[src/rtl/kf_mul.sv]
// kf_mul: shared signed multiplier with registered product and round-half-up
// fixed-point scaling; used by the core sequencer for every product

module kf_mul #(
  parameter int DATA_WIDTH = 32,
  parameter int FRAC_BITS  = 16
) (
  input  logic                                      clk,
  input  logic signed [DATA_WIDTH:0]                opa,
  input  logic signed [DATA_WIDTH:0]                opb,
  output logic signed [2*DATA_WIDTH+1-FRAC_BITS:0]  rnd
);

  localparam int PW = 2 * DATA_WIDTH + 2;

  localparam logic signed [PW-1:0] HALF = PW'(1) <<< (FRAC_BITS - 1);

  logic signed [PW-1:0] prod;
  logic signed [PW-1:0] sum;

  always_ff @(posedge clk) begin
    prod <= PW'(opa) * PW'(opb);
  end

  // floor((p + half) / 2^frac)
  assign sum = prod + HALF;
  assign rnd = sum[PW-1:FRAC_BITS];

endmodule

[config.mk]
export PLATFORM = sky130hd
export DESIGN_NAME = kf_mul
export DESIGN_NICKNAME = d
export VERILOG_FILES = /design/src/rtl/kf_mul.sv
export SDC_FILE = /design/constraint.sdc
export NUM_CORES = 2
export LEC_CHECK = 0
export BUFFER_PORTS_ARGS = -buffer_cell sky130_fd_sc_hd__buf_2
export CORE_MARGIN = 3
export CORE_UTILIZATION = 25
export DETAILED_ROUTE_END_ITERATION = 7
export HOLD_SLACK_MARGIN = 0.06
export PLACE_DENSITY_LB_ADDON = 0.12
export SLEW_MARGIN = 20
export SYNTH_ARGS = -nofsm -noshare
export SYNTH_HDL_FRONTEND = slang
export SYNTH_SLANG_ARGS = --single-unit
[constraint.sdc]
create_clock -name clk -period 7.8 [get_ports clk]
set_clock_uncertainty 0.1 [all_clocks]
set_input_delay 0.78 -clock clk [delete_from_list [all_inputs] [get_ports clk]]
set_output_delay 0.78 -clock clk [all_outputs]
set_load 0.01 [all_outputs]
=== Word level (Yosys, flattened, before mapping) ===
Cells that the tools add are included.

* Bits of input ports: 67
* Word-level logic and storage cells: 3
* Flip-flop bits (word level): 66
* Memories kept: 0
* Output and inout port bits: 50
* Memory bits (writable): 0
* Bits in read-only memories: 0
* Bits in latches: 0

* Reductions and logical operators: 0
* $lt $le $gt $ge: 0
* Bitwise logic cells: 0
* Add/subtract/negate cells: 1
* Equality and inequality tests: 0
* Multipliers: 1
* Div/mod/pow operators: 0
* Muxes and demuxes: 0
* Shift operators: 0

{| class="wikitable"
|+ Operators with widths
! operator !! number
|-
| $add 66x17->66 const B || 1
|-
| $mul 33x33->66 || 1
|}

=== Depth between registers and ports, before layout ===
* Depth after elaboration: 1
* Depth in mapped cells: 28
* Mapped depth without buffers: 27

=== Least setup slack after synthesis ===
No wires, ideal clock.

* Path type: input-to-reg
* Start: input opa[32]
* End: register prod[64]
* Buffers on the path: 2
* Setup slack: -0.361 ns
* Stages: 25
* Setup time: 0.072 ns
* Data required time: 7.628 ns
* Arrival time: 7.989 ns
* Path through: clkbuf_1 -> nand2_1 -> inv_1 -> fa_1 -> inv_1 -> fa_1 -> inv_1 -> fa_1 -> fa_1 -> fa_1 -> fa_1 -> fa_1 -> inv_1 -> fa_1 -> inv_1 -> ha_1 -> clkbuf_1 -> a21o_1 -> a221o_1 -> a21oi_1 -> o21ai_0 -> o21ai_0 -> o21ai_2 -> o41ai_2 -> xnor2_1

* Word-level cells in the longest chain between the ends: 1

{| class="wikitable"
|+ RTL lines
! element !! line !! source
|-
| from (decl) || 9 || <nowiki>input logic signed [DATA_WIDTH:0] opa,</nowiki>
|-
| $mul 33x33->66 || 22 || <nowiki>prod <= PW'(opa) * PW'(opb);</nowiki>
|-
| to (signal assigned) || 22 ||
|-
| to (decl) || 18 || <nowiki>logic signed [PW-1:0] prod;</nowiki>
|}

Every way passes these cells.

=== Final worst setup path ===
* Start: input opb[0]
* End: register prod[50]

* Word-level cells in the longest chain between the ends: 1

{| class="wikitable"
|+ RTL lines
! element !! line !! source
|-
| from (decl) || 10 || <nowiki>input logic signed [DATA_WIDTH:0] opb,</nowiki>
|-
| $mul 33x33->66 || 22 ||
|}

Every way passes these cells.

==> results_dict.tcl <==
set metrics [dict create \
    ant_nets 0 \
    syn_area_sq_um 40400 \
    syn_avg_cell_area_sq_um 9.30 \
    worst_pin_slew_ps 568 \
    drtIter0Drc 975 \
    synthArstFlopShare 0 \
    yosys_register_bits 51 \
    synthToLayoutAreaGrowth_pct 20.8 \
    pre_cts_ws_ps -765 \
    antenna_found_initial 10 \
    worstSetupEndpointType "register" \
    htreeDepth 2 \
    grt_first_pass_wirelength_um 210000 \
    dominantRegCellSynth "dfxtp_1" \
    worstHoldStart "opb[0]" \
    startpoint_type "input port" \
    required_ps 7880 \
    worstSetupPathType "input port to register" \
    die_w_um 408 \
    synthCells 4343 \
    port_buffers 116 \
    crit_fanout 7 \
    ys_types 63 \
    hold_path.class "input port to register" \
    routed_wl_um 135000 \
    largest_reg_flops 51 \
    whs_path_depth 8 \
    die_h_um 408 \
    grt_pass1_vias 33600 \
    min_period_ps 7650 \
    wl_per_cell_um 19.5 \
    place.gp.congestion 0.814 \
    hpwl_um 122000 \
    core_area_sq_um 159000 \
    synth_edf_count 0 \
    max_slew_margin 0.621 \
    max_freq_ghz 0.131 \
    grt_usage 0.166 \
    slew_violations 0 \
    cts_max_path_buffers 2 \
    std_cell_rows 146 \
    cp.arrival_ps 7720 \
    hold_viol 0 \
    cts_inserted_buffers 5 \
    grt_start_max_net_pins 25 \
    clkTransAtPathRegs_ps 70 \
    min_to "prod[15]" \
    yosysWarnings 0 \
    setup_viol 0 \
    routed_via_density 4.20 \
    drv_cap 0 \
    drive_gt1_frac 0.176 \
    drc_errors 0 \
    clock_sinks 51 \
    top_register "prod" \
    top_regs "prod x51" \
    num_vias 29000 \
    status "completed" \
    ioPinCount 117 \
    cts_tree "done" \
    synthesis.nets 5767 \
    finalNetCount 6193 \
    firstDrtPassIters 5 \
    initial_core_util 0.253 \
    period_share 0.980 \
    rsz0062_at_grt "yes" \
    overflow 0 \
    hold_buffers 0 \
    die-area_sq_um 166000 \
    worst_slack_ps 155 \
    cts_root_buf "clkbuf_16" \
    seq_area_frac_synth 0.0253 \
]
==> per-stage QoR <==
stage	utilization	setup TNS [ps]	cell area, sq um	std cells	hold WS, ps
after floorplan	-	0	40400	4343	1070
after global placement	0.295	-16460	47100	6872	1220
after detailed placement	0.295	-16830	47100	6872	1220
after CTS	0.299	0	47700	6889	1420
after global routing	0.306	-423	48800	6918	1450
final	0.306	0	48800	6920	1370
==> critical path, cell delays in order <==
cell and delay (ps):
buf_16 130, buf_8 130, buf_12 130, and2_1 150, fa_1 540, inv_1 60, fa_1 550, inv_1 60
fa_1 470, inv_1 50, fa_1 530, inv_1 60, fa_1 580, fa_2 450, fa_1 480, inv_1 50
fa_1 470, inv_1 60, ha_4 170, a21o_1 180, o21bai_2 200, or2_4 250, nor3_4 220, a21oi_4 90
a221o_1 340, a41oi_2 220, o41ai_2 120, xor2_1 170
==> worst max-delay path by stage <==
stage	startpoint	end	slack [ps]	cells past startpoint
finish	opb[0]	prod[50]	150	28
global route	opb[2]	prod[60]	-80	29
CTS	opb[17]	prod[59]	2	26
detailed placement	opa[16]	prod[60]	-770	29
global placement	opb[0]	prod[50]	-740	26
floorplan	opa[32]	prod[64]	4	25
==> cell usage in the layout, fill, tap and decap left out, types with 9 or more instances in the layout <==
master / instances
inv_1: 1099
fa_1: 1097
nand2_1: 553
and2_1: 525
buf_4: 443
ha_1: 194
xnor2_1: 77
buf_2: 71
nor2_1: 61
buf_12: 56
dfxtp_1: 51
fa_2: 47
buf_6: 40
inv_2: 39
xor2_1: 37
a21o_1: 36
a21oi_1: 32
nand4_1: 25
nand3_1: 24
o21ai_0: 20
and2_4: 17
a21oi_2: 17
ha_4: 16
and3_1: 15
clkbuf_16: 12
o21ai_1: 11
nor3_1: 10
o21bai_1: 9
buf_8: 9
==> cell usage after synthesis, types with 2 or more instances <==
cell / n / area [sq um]
fa_1: 1144 / 22900
inv_1: 1137 / 4270
nand2_1: 562 / 2110
and2_1: 543 / 3400
ha_1: 213 / 2670
clkbuf_1: 210 / 788
xnor2_1: 78 / 683
nor2_1: 62 / 233
a21oi_1: 51 / 255
dfxtp_1: 51 / 1020
xor2_1: 37 / 324
a21o_1: 36 / 270
o21ai_0: 33 / 165
nand3_1: 27 / 135
nand4_1: 25 / 156
nor3_1: 16 / 80.1
and3_1: 15 / 93.8
o21bai_1: 11 / 82.6
nand2b_1: 8 / 50.1
o21a_1: 7 / 52.6
a211oi_1: 4 / 30.0
and4_1: 4 / 35.0
nor2b_1: 4 / 25.0
o211ai_1: 4 / 30.0
a211o_1: 3 / 26.3
a31oi_1: 3 / 18.8
o31ai_1: 3 / 22.5
o41ai_2: 3 / 48.8
or2_2: 3 / 18.8
or3_1: 3 / 18.8
a21boi_1: 2 / 15.0
a221o_1: 2 / 20.0
a41oi_1: 2 / 17.5
buf_1: 2 / 7.51
nor4_2: 2 / 25.0
o2111ai_1: 2 / 17.5
o21ai_2: 2 / 17.5
o22ai_1: 2 / 12.5
o31a_1: 2 / 17.5
or3b_1: 2 / 17.5
==> routing by layer <==
metal | global-route usage | share of wire
met5 | 0 | 0
met3 | 0.0109 | 0.024
met4 | 0.0381 | 0.028
met2 | 0.323 | 0.55
met1 | 0.198 | 0.40
==> final cells by class <==
cell class	instances	area [sq um]
Fill cell	17000	111000
Antenna cell	4	10.0
Clock inverter	2	12.5
Sequential cell	51	1020
Clock buffer	6	129
Inverter	1138	4270
Multi-Input combinational cell	2940	35000
Timing Repair Buffer	633	5640
Tap cell	2146	2690
==> cells by family after synthesis <==
logic type | after synthesis | synth area share
adders and majority gates | 1357 | 0.633
buffers and inverters | 1352 | 0.126
DFF | 51 | 0.0253
and+or+nand+nor | 1281 | 0.159
AOI/OAI and AO/OA | 187 | 0.0318
xor gates and xnor gates | 115 | 0.0249
==> repair_timing <==
| item | in CTS | in global routing |
|---|---|---|
| resized for setup | 115 | 235 |
| cloned | 0 | 7 |
| setup endpoints to repair | 29 | 27 |
| pin swaps | 36 | 114 |
| buffers inserted | 12 | 21 |
Power is left out: the tool's default activity adds up to more than one toggle a clock period on the data nets, which glitch-free logic cannot reach.
