==> config.mk <==
export PLATFORM = sky130hd
export DESIGN_NAME = kf_div
export DESIGN_NICKNAME = d
export VERILOG_FILES = /design/src/rtl/kf_pkg.sv /design/src/rtl/kf_div.sv
export SDC_FILE = /design/constraint.sdc
export NUM_CORES = 1
export LEC_CHECK = 0
export ABC_AREA = 1
export BUFFER_PORTS_ARGS = -buffer_cell sky130_fd_sc_hd__clkbuf_2
export CORE_AREA = 2 2 128 130
export CTS_BUF_LIST = sky130_fd_sc_hd__clkbuf_16
export CTS_CLUSTER_DIAMETER = 50
export CTS_CLUSTER_SIZE = 20
export DETAILED_ROUTE_END_ITERATION = 10
export DIE_AREA = 0 0 130 132
export PLACE_DENSITY = 0.6
export SKIP_LAST_GASP = 1
export SLEW_MARGIN = 20
export SYNTH_ARGS = -nofsm -noshare
export SYNTH_HDL_FRONTEND = slang
export SYNTH_SLANG_ARGS = --single-unit
==> constraint.sdc <==
create_clock -name clk -period 5.85 [get_ports clk]
set_input_delay 0.585 -clock clk [delete_from_list [all_inputs] [get_ports clk]]
set_output_delay 0.585 -clock clk [all_outputs]
set_load 0.01 [all_outputs]
==> src/rtl/kf_pkg.sv <==
// kf_pkg: shared types and constants for the scalar ar(1) kalman filter core
// no dependencies; imported by the core, the divider and the checker

package kf_pkg;

  localparam int CFG_INDEX_W = 3;

  typedef logic [CFG_INDEX_W-1:0] cfg_index_t;

  localparam cfg_index_t CFG_AR_COEF    = 3'd0;
  localparam cfg_index_t CFG_OBS_NOISE  = 3'd1;
  localparam cfg_index_t CFG_PROC_NOISE = 3'd2;
  localparam cfg_index_t CFG_INIT_MEAN  = 3'd3;
  localparam cfg_index_t CFG_INIT_VAR   = 3'd4;

  // divider status seen by the sequencer
  typedef struct packed {
    logic busy;
    logic done;
  } div_stat_t;

endpackage

==> src/rtl/kf_div.sv <==
// kf_div: restoring divider for the gain, one quotient bit per cycle
// numerator must not exceed the denominator; uses kf_pkg for its status type

module kf_div #(
  parameter int DATA_WIDTH = 32,
  parameter int FRAC_BITS  = 16
) (
  input  logic                          clk,
  input  logic                          rst,
  input  logic                          start,
  input  logic [DATA_WIDTH-2:0]         num,
  input  logic [DATA_WIDTH-2:0]         den,
  output kf_pkg::div_stat_t             stat,
  output logic [FRAC_BITS:0]            quot
);

  import kf_pkg::*;

  localparam int QW = FRAC_BITS + 1;
  localparam int CW = $clog2(QW);

  logic [DATA_WIDTH-1:0] rem;
  logic [DATA_WIDTH-1:0] diff;
  logic                  ge;
  logic [CW-1:0]         cnt;
  logic                  busy;
  logic                  done;

  assign ge   = rem >= {1'b0, den};
  assign diff = rem - {1'b0, den};

  always_ff @(posedge clk) begin
    if (rst) begin
      busy <= 1'b0;
      done <= 1'b0;
      cnt  <= '0;
    end else if (start) begin
      busy <= 1'b1;
      done <= 1'b0;
      cnt  <= '0;
    end else if (busy) begin
      cnt <= cnt + CW'(1);
      if (cnt == CW'(QW - 1)) begin
        busy <= 1'b0;
        done <= 1'b1;
      end else begin
        done <= 1'b0;
      end
    end else begin
      done <= 1'b0;
    end
  end

  always_ff @(posedge clk) begin
    if (start) begin
      rem  <= {1'b0, num};
      quot <= '0;
    end else if (busy) begin
      rem  <= ge ? (diff << 1) : (rem << 1);
      quot <= {quot[QW-2:0], ge};
    end
  end

  assign stat.busy = busy;
  assign stat.done = done;

endmodule

Word-level counts from Yosys, hierarchy flattened
Index checks and enable logic that the tools add are counted.
{ "classes": {"addsub": 2, "multipliers": 0, "div_mod_pow": 0, "order_cmp": 1, "eq_ne": 1, "shifts": 0, "muxes": 7, "bitwise": 1, "reduce_logical": 3} }
{ "ops": {"columns": ["op", "n"], "rows": [
  ["$mux 31", 2],
  ["$ge 32x31->1", 1],
  ["$mux 32", 1],
  ["$sub 31x31->31", 1],
  ["$add 5x1->5 const B", 1],
  ["$eq 5x5->1 const B", 1],
  ["$mux 1", 4],
  ["$reduce_or 3->1", 1],
  ["$reduce_bool 2->1", 1],
  ["$reduce_or 2->1", 1],
  ["$not 1->1", 1]
]} }
{ "word_totals": {"register_bits": 56, "latchBits": 0, "ram_bits": 0, "rom_bits": 0, "inputBits": 65, "out_inout_bits": 19, "elab_cells": 21, "mem_count": 0} }

Longest topological paths before layout
{ "logic_depth": {"depth_word": 4, "mapped_depth": 17, "mapped_depth_nobuf": 16} }

Least setup slack after synthesis
OpenSTA, ideal clock, no wires.
{ "synth_path": {"kind": "input -> register", "startpoint": "input port start", "endpoint": "register rem[0] (enable)", "setup_time_ns": 0.408, "t_arrival_ns": 2.114, "t_required_ns": 5.442, "setup_slack_ns": 3.328, "cell_stages": 4, "n_path_buf": 2, "cell_sequence": "clkbuf_1 -> nor2_1 -> clkinv_1 -> buf_1"} }
{ "synth_between": {"elab_chain_cells": 1} }
{ "synth_rtl": {"columns": ["element", "line", "rtl"], "rows": [
  ["from (decl)", "kf_div.sv:10", "input logic start,"],
  ["$reduce_bool 2->1 (no source line)", null, null],
  ["to (signal assigned)", "kf_div.sv:56", "rem <= {1'b0, num};"],
  ["to (signal assigned)", "kf_div.sv:59", "rem <= ge ? (diff << 1) : (rem << 1);"],
  ["to (decl)", "kf_div.sv:22", "logic [DATA_WIDTH-1:0] rem;"]
]} }
No other way between the ends.
A chain may end at the register's enable or synchronous reset.

Worst setup path in the final report
{ "layout_path": {"startpoint": "input port den[0]", "endpoint": "register rem[19], data pin"} }
{ "layout_between": {"elab_chain_cells": 4, "elab_cells_between_ends": 5, "cone_classes": "1 x add/sub; 1 x order compare; 3 x mux"} }
{ "layout_rtl": {"columns": ["element", "line", "rtl"], "rows": [
  ["from (decl)", "kf_div.sv:12", "input logic [DATA_WIDTH-2:0] den,"],
  ["$sub 31x31->31 / $ge 32x31->1 (equally long branches)", "kf_div.sv:30, kf_div.sv:29", null],
  ["$mux 32 *", "kf_div.sv:59", null],
  ["$mux 31 *", "kf_div.sv:58", "end else if (busy) begin"],
  ["$mux 31 *", "kf_div.sv:55", "if (start) begin"]
]} }
Every way passes the cells marked *; elsewhere a longest branch is shown, timed or not. The select of a mux whose other input is x is not followed.

==> impl_metrics.json <==
{
  "worst_setup_path_end_kind": "register",
  "gp_congestion": 0.916,
  "holdPathEnd": "quot[16]",
  "max_freq_ghz": 0.377,
  "min_from": "quot[16]",
  "irDropWorstVdd_mv": 0.150,
  "period_share_pct": 45.3,
  "drtIter0Drc": 259,
  "critPathKind": "input port to register",
  "worst_slack_ns": 3.20,
  "synthFlopType": "edfxtp_1",
  "io_buffers": 83,
  "yosysMostFrequentCell": "nand2_1",
  "startpoint": "den[0]",
  "maxCapViolations": 0,
  "async_reset_ff_share_pct": 0,
  "timing.clock.skew_ns": 0.00724,
  "path_clk_slew_ns": 0.08,
  "place_ws_ns": 2.88,
  "drive_above_1_share_pct": 13.5,
  "holdWs_ns": 0.464,
  "grt_antenna_before_repair": 0,
  "utilization_pct": 38.9,
  "viasPerCell": 4.50,
  "synth_edf_count": 31,
  "grt_start_max_net_pins": 37,
  "arrival_ns": 2.71,
  "first_global_vias": 5128,
  "netlist_area_mm2": 0.00540,
  "instances_no_fill": 1161,
  "nFillCells": 1764,
  "post_cts_buffers": 0,
  "fin_crit_ns": 2.65,
  "setup_total_negative_slack_ns": 0,
  "p_leak_nw": 3.45,
  "remaining_drc_errors": 0,
  "vias": 5227,
  "synth_top_cell_area_share_pct": 23.3,
  "status": "completed",
  "cts_buffers": 5,
  "gr-total-overflow": 0,
  "h-tree-depth": 2,
  "tritoncts": "yes",
  "synth.ff_latch_count": 56,
  "cts.root.buffer_cell": "clkbuf_16",
  "crit_fanout": 32,
  "min_path_cells": 2,
  "maxSlewHeadroom_pct": 33.4,
  "avgRoutedWirePerCell_um": 12.6,
  "rsz0062_at_grt": "no",
  "die_area_mm2": 0.0172,
  "place_inst": 1153,
  "setup_viol": 0,
  "ioPinCount": 84,
  "insertion_delay_ns": 0.31,
  "wirelength_um": 14600,
  "synth_fp_nets": 971,
  "synth.distinct_cells": 40,
  "yosys-top-cells-area": "nand2_1 (23%), edfxtp_1 (17%), inv_1 (13%), dfxtp_1 (9.3%), ha_1 (7.6%)",
  "ys.warnings.count": 0,
  "grt_pass1_wl_um": 24400,
  "die_h_um": 132,
  "power_density_mw_per_mm2": 299,
  "n_antenna_cell": 0,
  "cts_resized": 0,
  "core_area_mm2": 0.0157,
  "num_rows": 46,
  "drt-pass1-iter-count": 7,
  "nets": 1043,
  "track_usage_pct": 17.8,
  "antenna_left": 0,
  "rrSetupSlack_ns": 3.20,
  "hold_violations": 0,
  "slew_violations": 0,
  "worstReg2RegStart": "rem[0]",
  "synth_area_leader_cell": "nand2_1",
  "r2r_cells": 15,
  "holdCritPathClass": "register to register",
  "synthCells": 872,
  "clk_path_buf_depth": 2,
  "start_util_pct": 34.4,
  "hold_buffers": 0,
  "r2r_end": "rem[19]",
  "clock-sinks": 56,
  "tightest_slew_ns": 0.994,
  "die_width_um": 130,
  "synthTopCellsByCount": "nand2_1 (335), inv_1 (187), nand3_1 (64), nor2_1 (40), ha_1 (33)",
  "dp_hpwl_um": 11700,
  "ys_seq_area_share_pct": 26.5,
  "cp-start-kind": "input port",
  "critPathRequiredTime_ns": 5.91,
  "syn_to_final_growth_pct": 13.1,
  "synth.avg_cell_area_um2": 6.19
}
power breakdown:
part           internal (mW)  switching [mW]
combinational          0.353           0.625
sequential             0.488          0.0339
clock                  0.166           0.164
worst max path at each step:
stage / slack, ns / depth (start not counted) / endpoint
after global routing: 2.91 / 15 / rem[18]
after global placement: 2.95 / 15 / rem[2]
after detailed placement: 2.88 / 15 / rem[17]
final: 3.20 / 15 / rem[19]
after floorplan: 3.33 / 4 / rem[0]
after CTS: 3.20 / 15 / rem[17]
registers in the layout (all words and copies together) (netlist names):
register  count
busy          1
done          1
cnt           5
quot         17
rem          32
routing by layer:
metal	share of wire (%)	vias to the layer above	wire length, µm	track usage (%)
li1	-	2799	-	-
met1	48	2289	7060	24.5
met2	44	119	6350	28.4
met3	5.9	20	861	3.00
met4	2.2	0	325	5.79
met5	0	-	0	0
layout make-up:
class / count / area (µm²) / area share, %
multi-input combinational: 601 / 3090 / 50.6
tap: 216 / 270 / 4.42
clock buffer: 5 / 125 / 2.05
timing repair buffer: 85 / 430 / 7.05
sequential: 56 / 1430 / 23.4
clock inverter: 3 / 28.8 / 0.471
inverter: 195 / 732 / 12.0
placed cells by master (no fill, tap or decap), drive strengths merged, types with 3 or more instances in the layout:
master,instances
nand3b,26
nand4,7
ha,33
clkbuf,88
xnor2,13
and2,4
clkinv,3
dfxtp,25
nor2,48
inv,195
o22ai,15
nand2,344
a21oi,19
edfxtp,31
nand3,70
nor3,8
o21ai,5
worst max-delay path: stages:
cell,delay [ns]
clkbuf_2,0.09
ha_1,0.21
fa_1,0.42
inv_1,0.11
nand2_1,0.05
nand2_1,0.07
nand3_1,0.08
nand2_2,0.12
nand2_2,0.07
nand3_2,0.08
nand2_4,0.26
nand2_8,0.31
nand2_1,0.09
nand3_1,0.09
nand2_1,0.07
through the flow:
step	cell area, µm²	power (mW)
2_1_floorplan	5400	1.30
3_5_place_dp	5950	1.50
5_1_grt	6110	2.00
6_report	6110	1.83
3_3_place_gp	5950	1.50
4_1_cts	6110	1.84
cell families (layout without fill, tap and decap cells):
| logic type | count (synthesis) | after routing | share of synthesized area [%] |
|---|---|---|---|
| compound gates | 41 | 41 | 4.52 |
| xor+xnor | 15 | 15 | 2.43 |
| fa+ha+maj | 34 | 34 | 8.01 |
| buf+inv | 215 | 288 | 16.3 |
| flops | 56 | 56 | 26.5 |
| simple gates | 511 | 511 | 42.3 |
No activity file was read; power rests on OpenSTA's default activity.
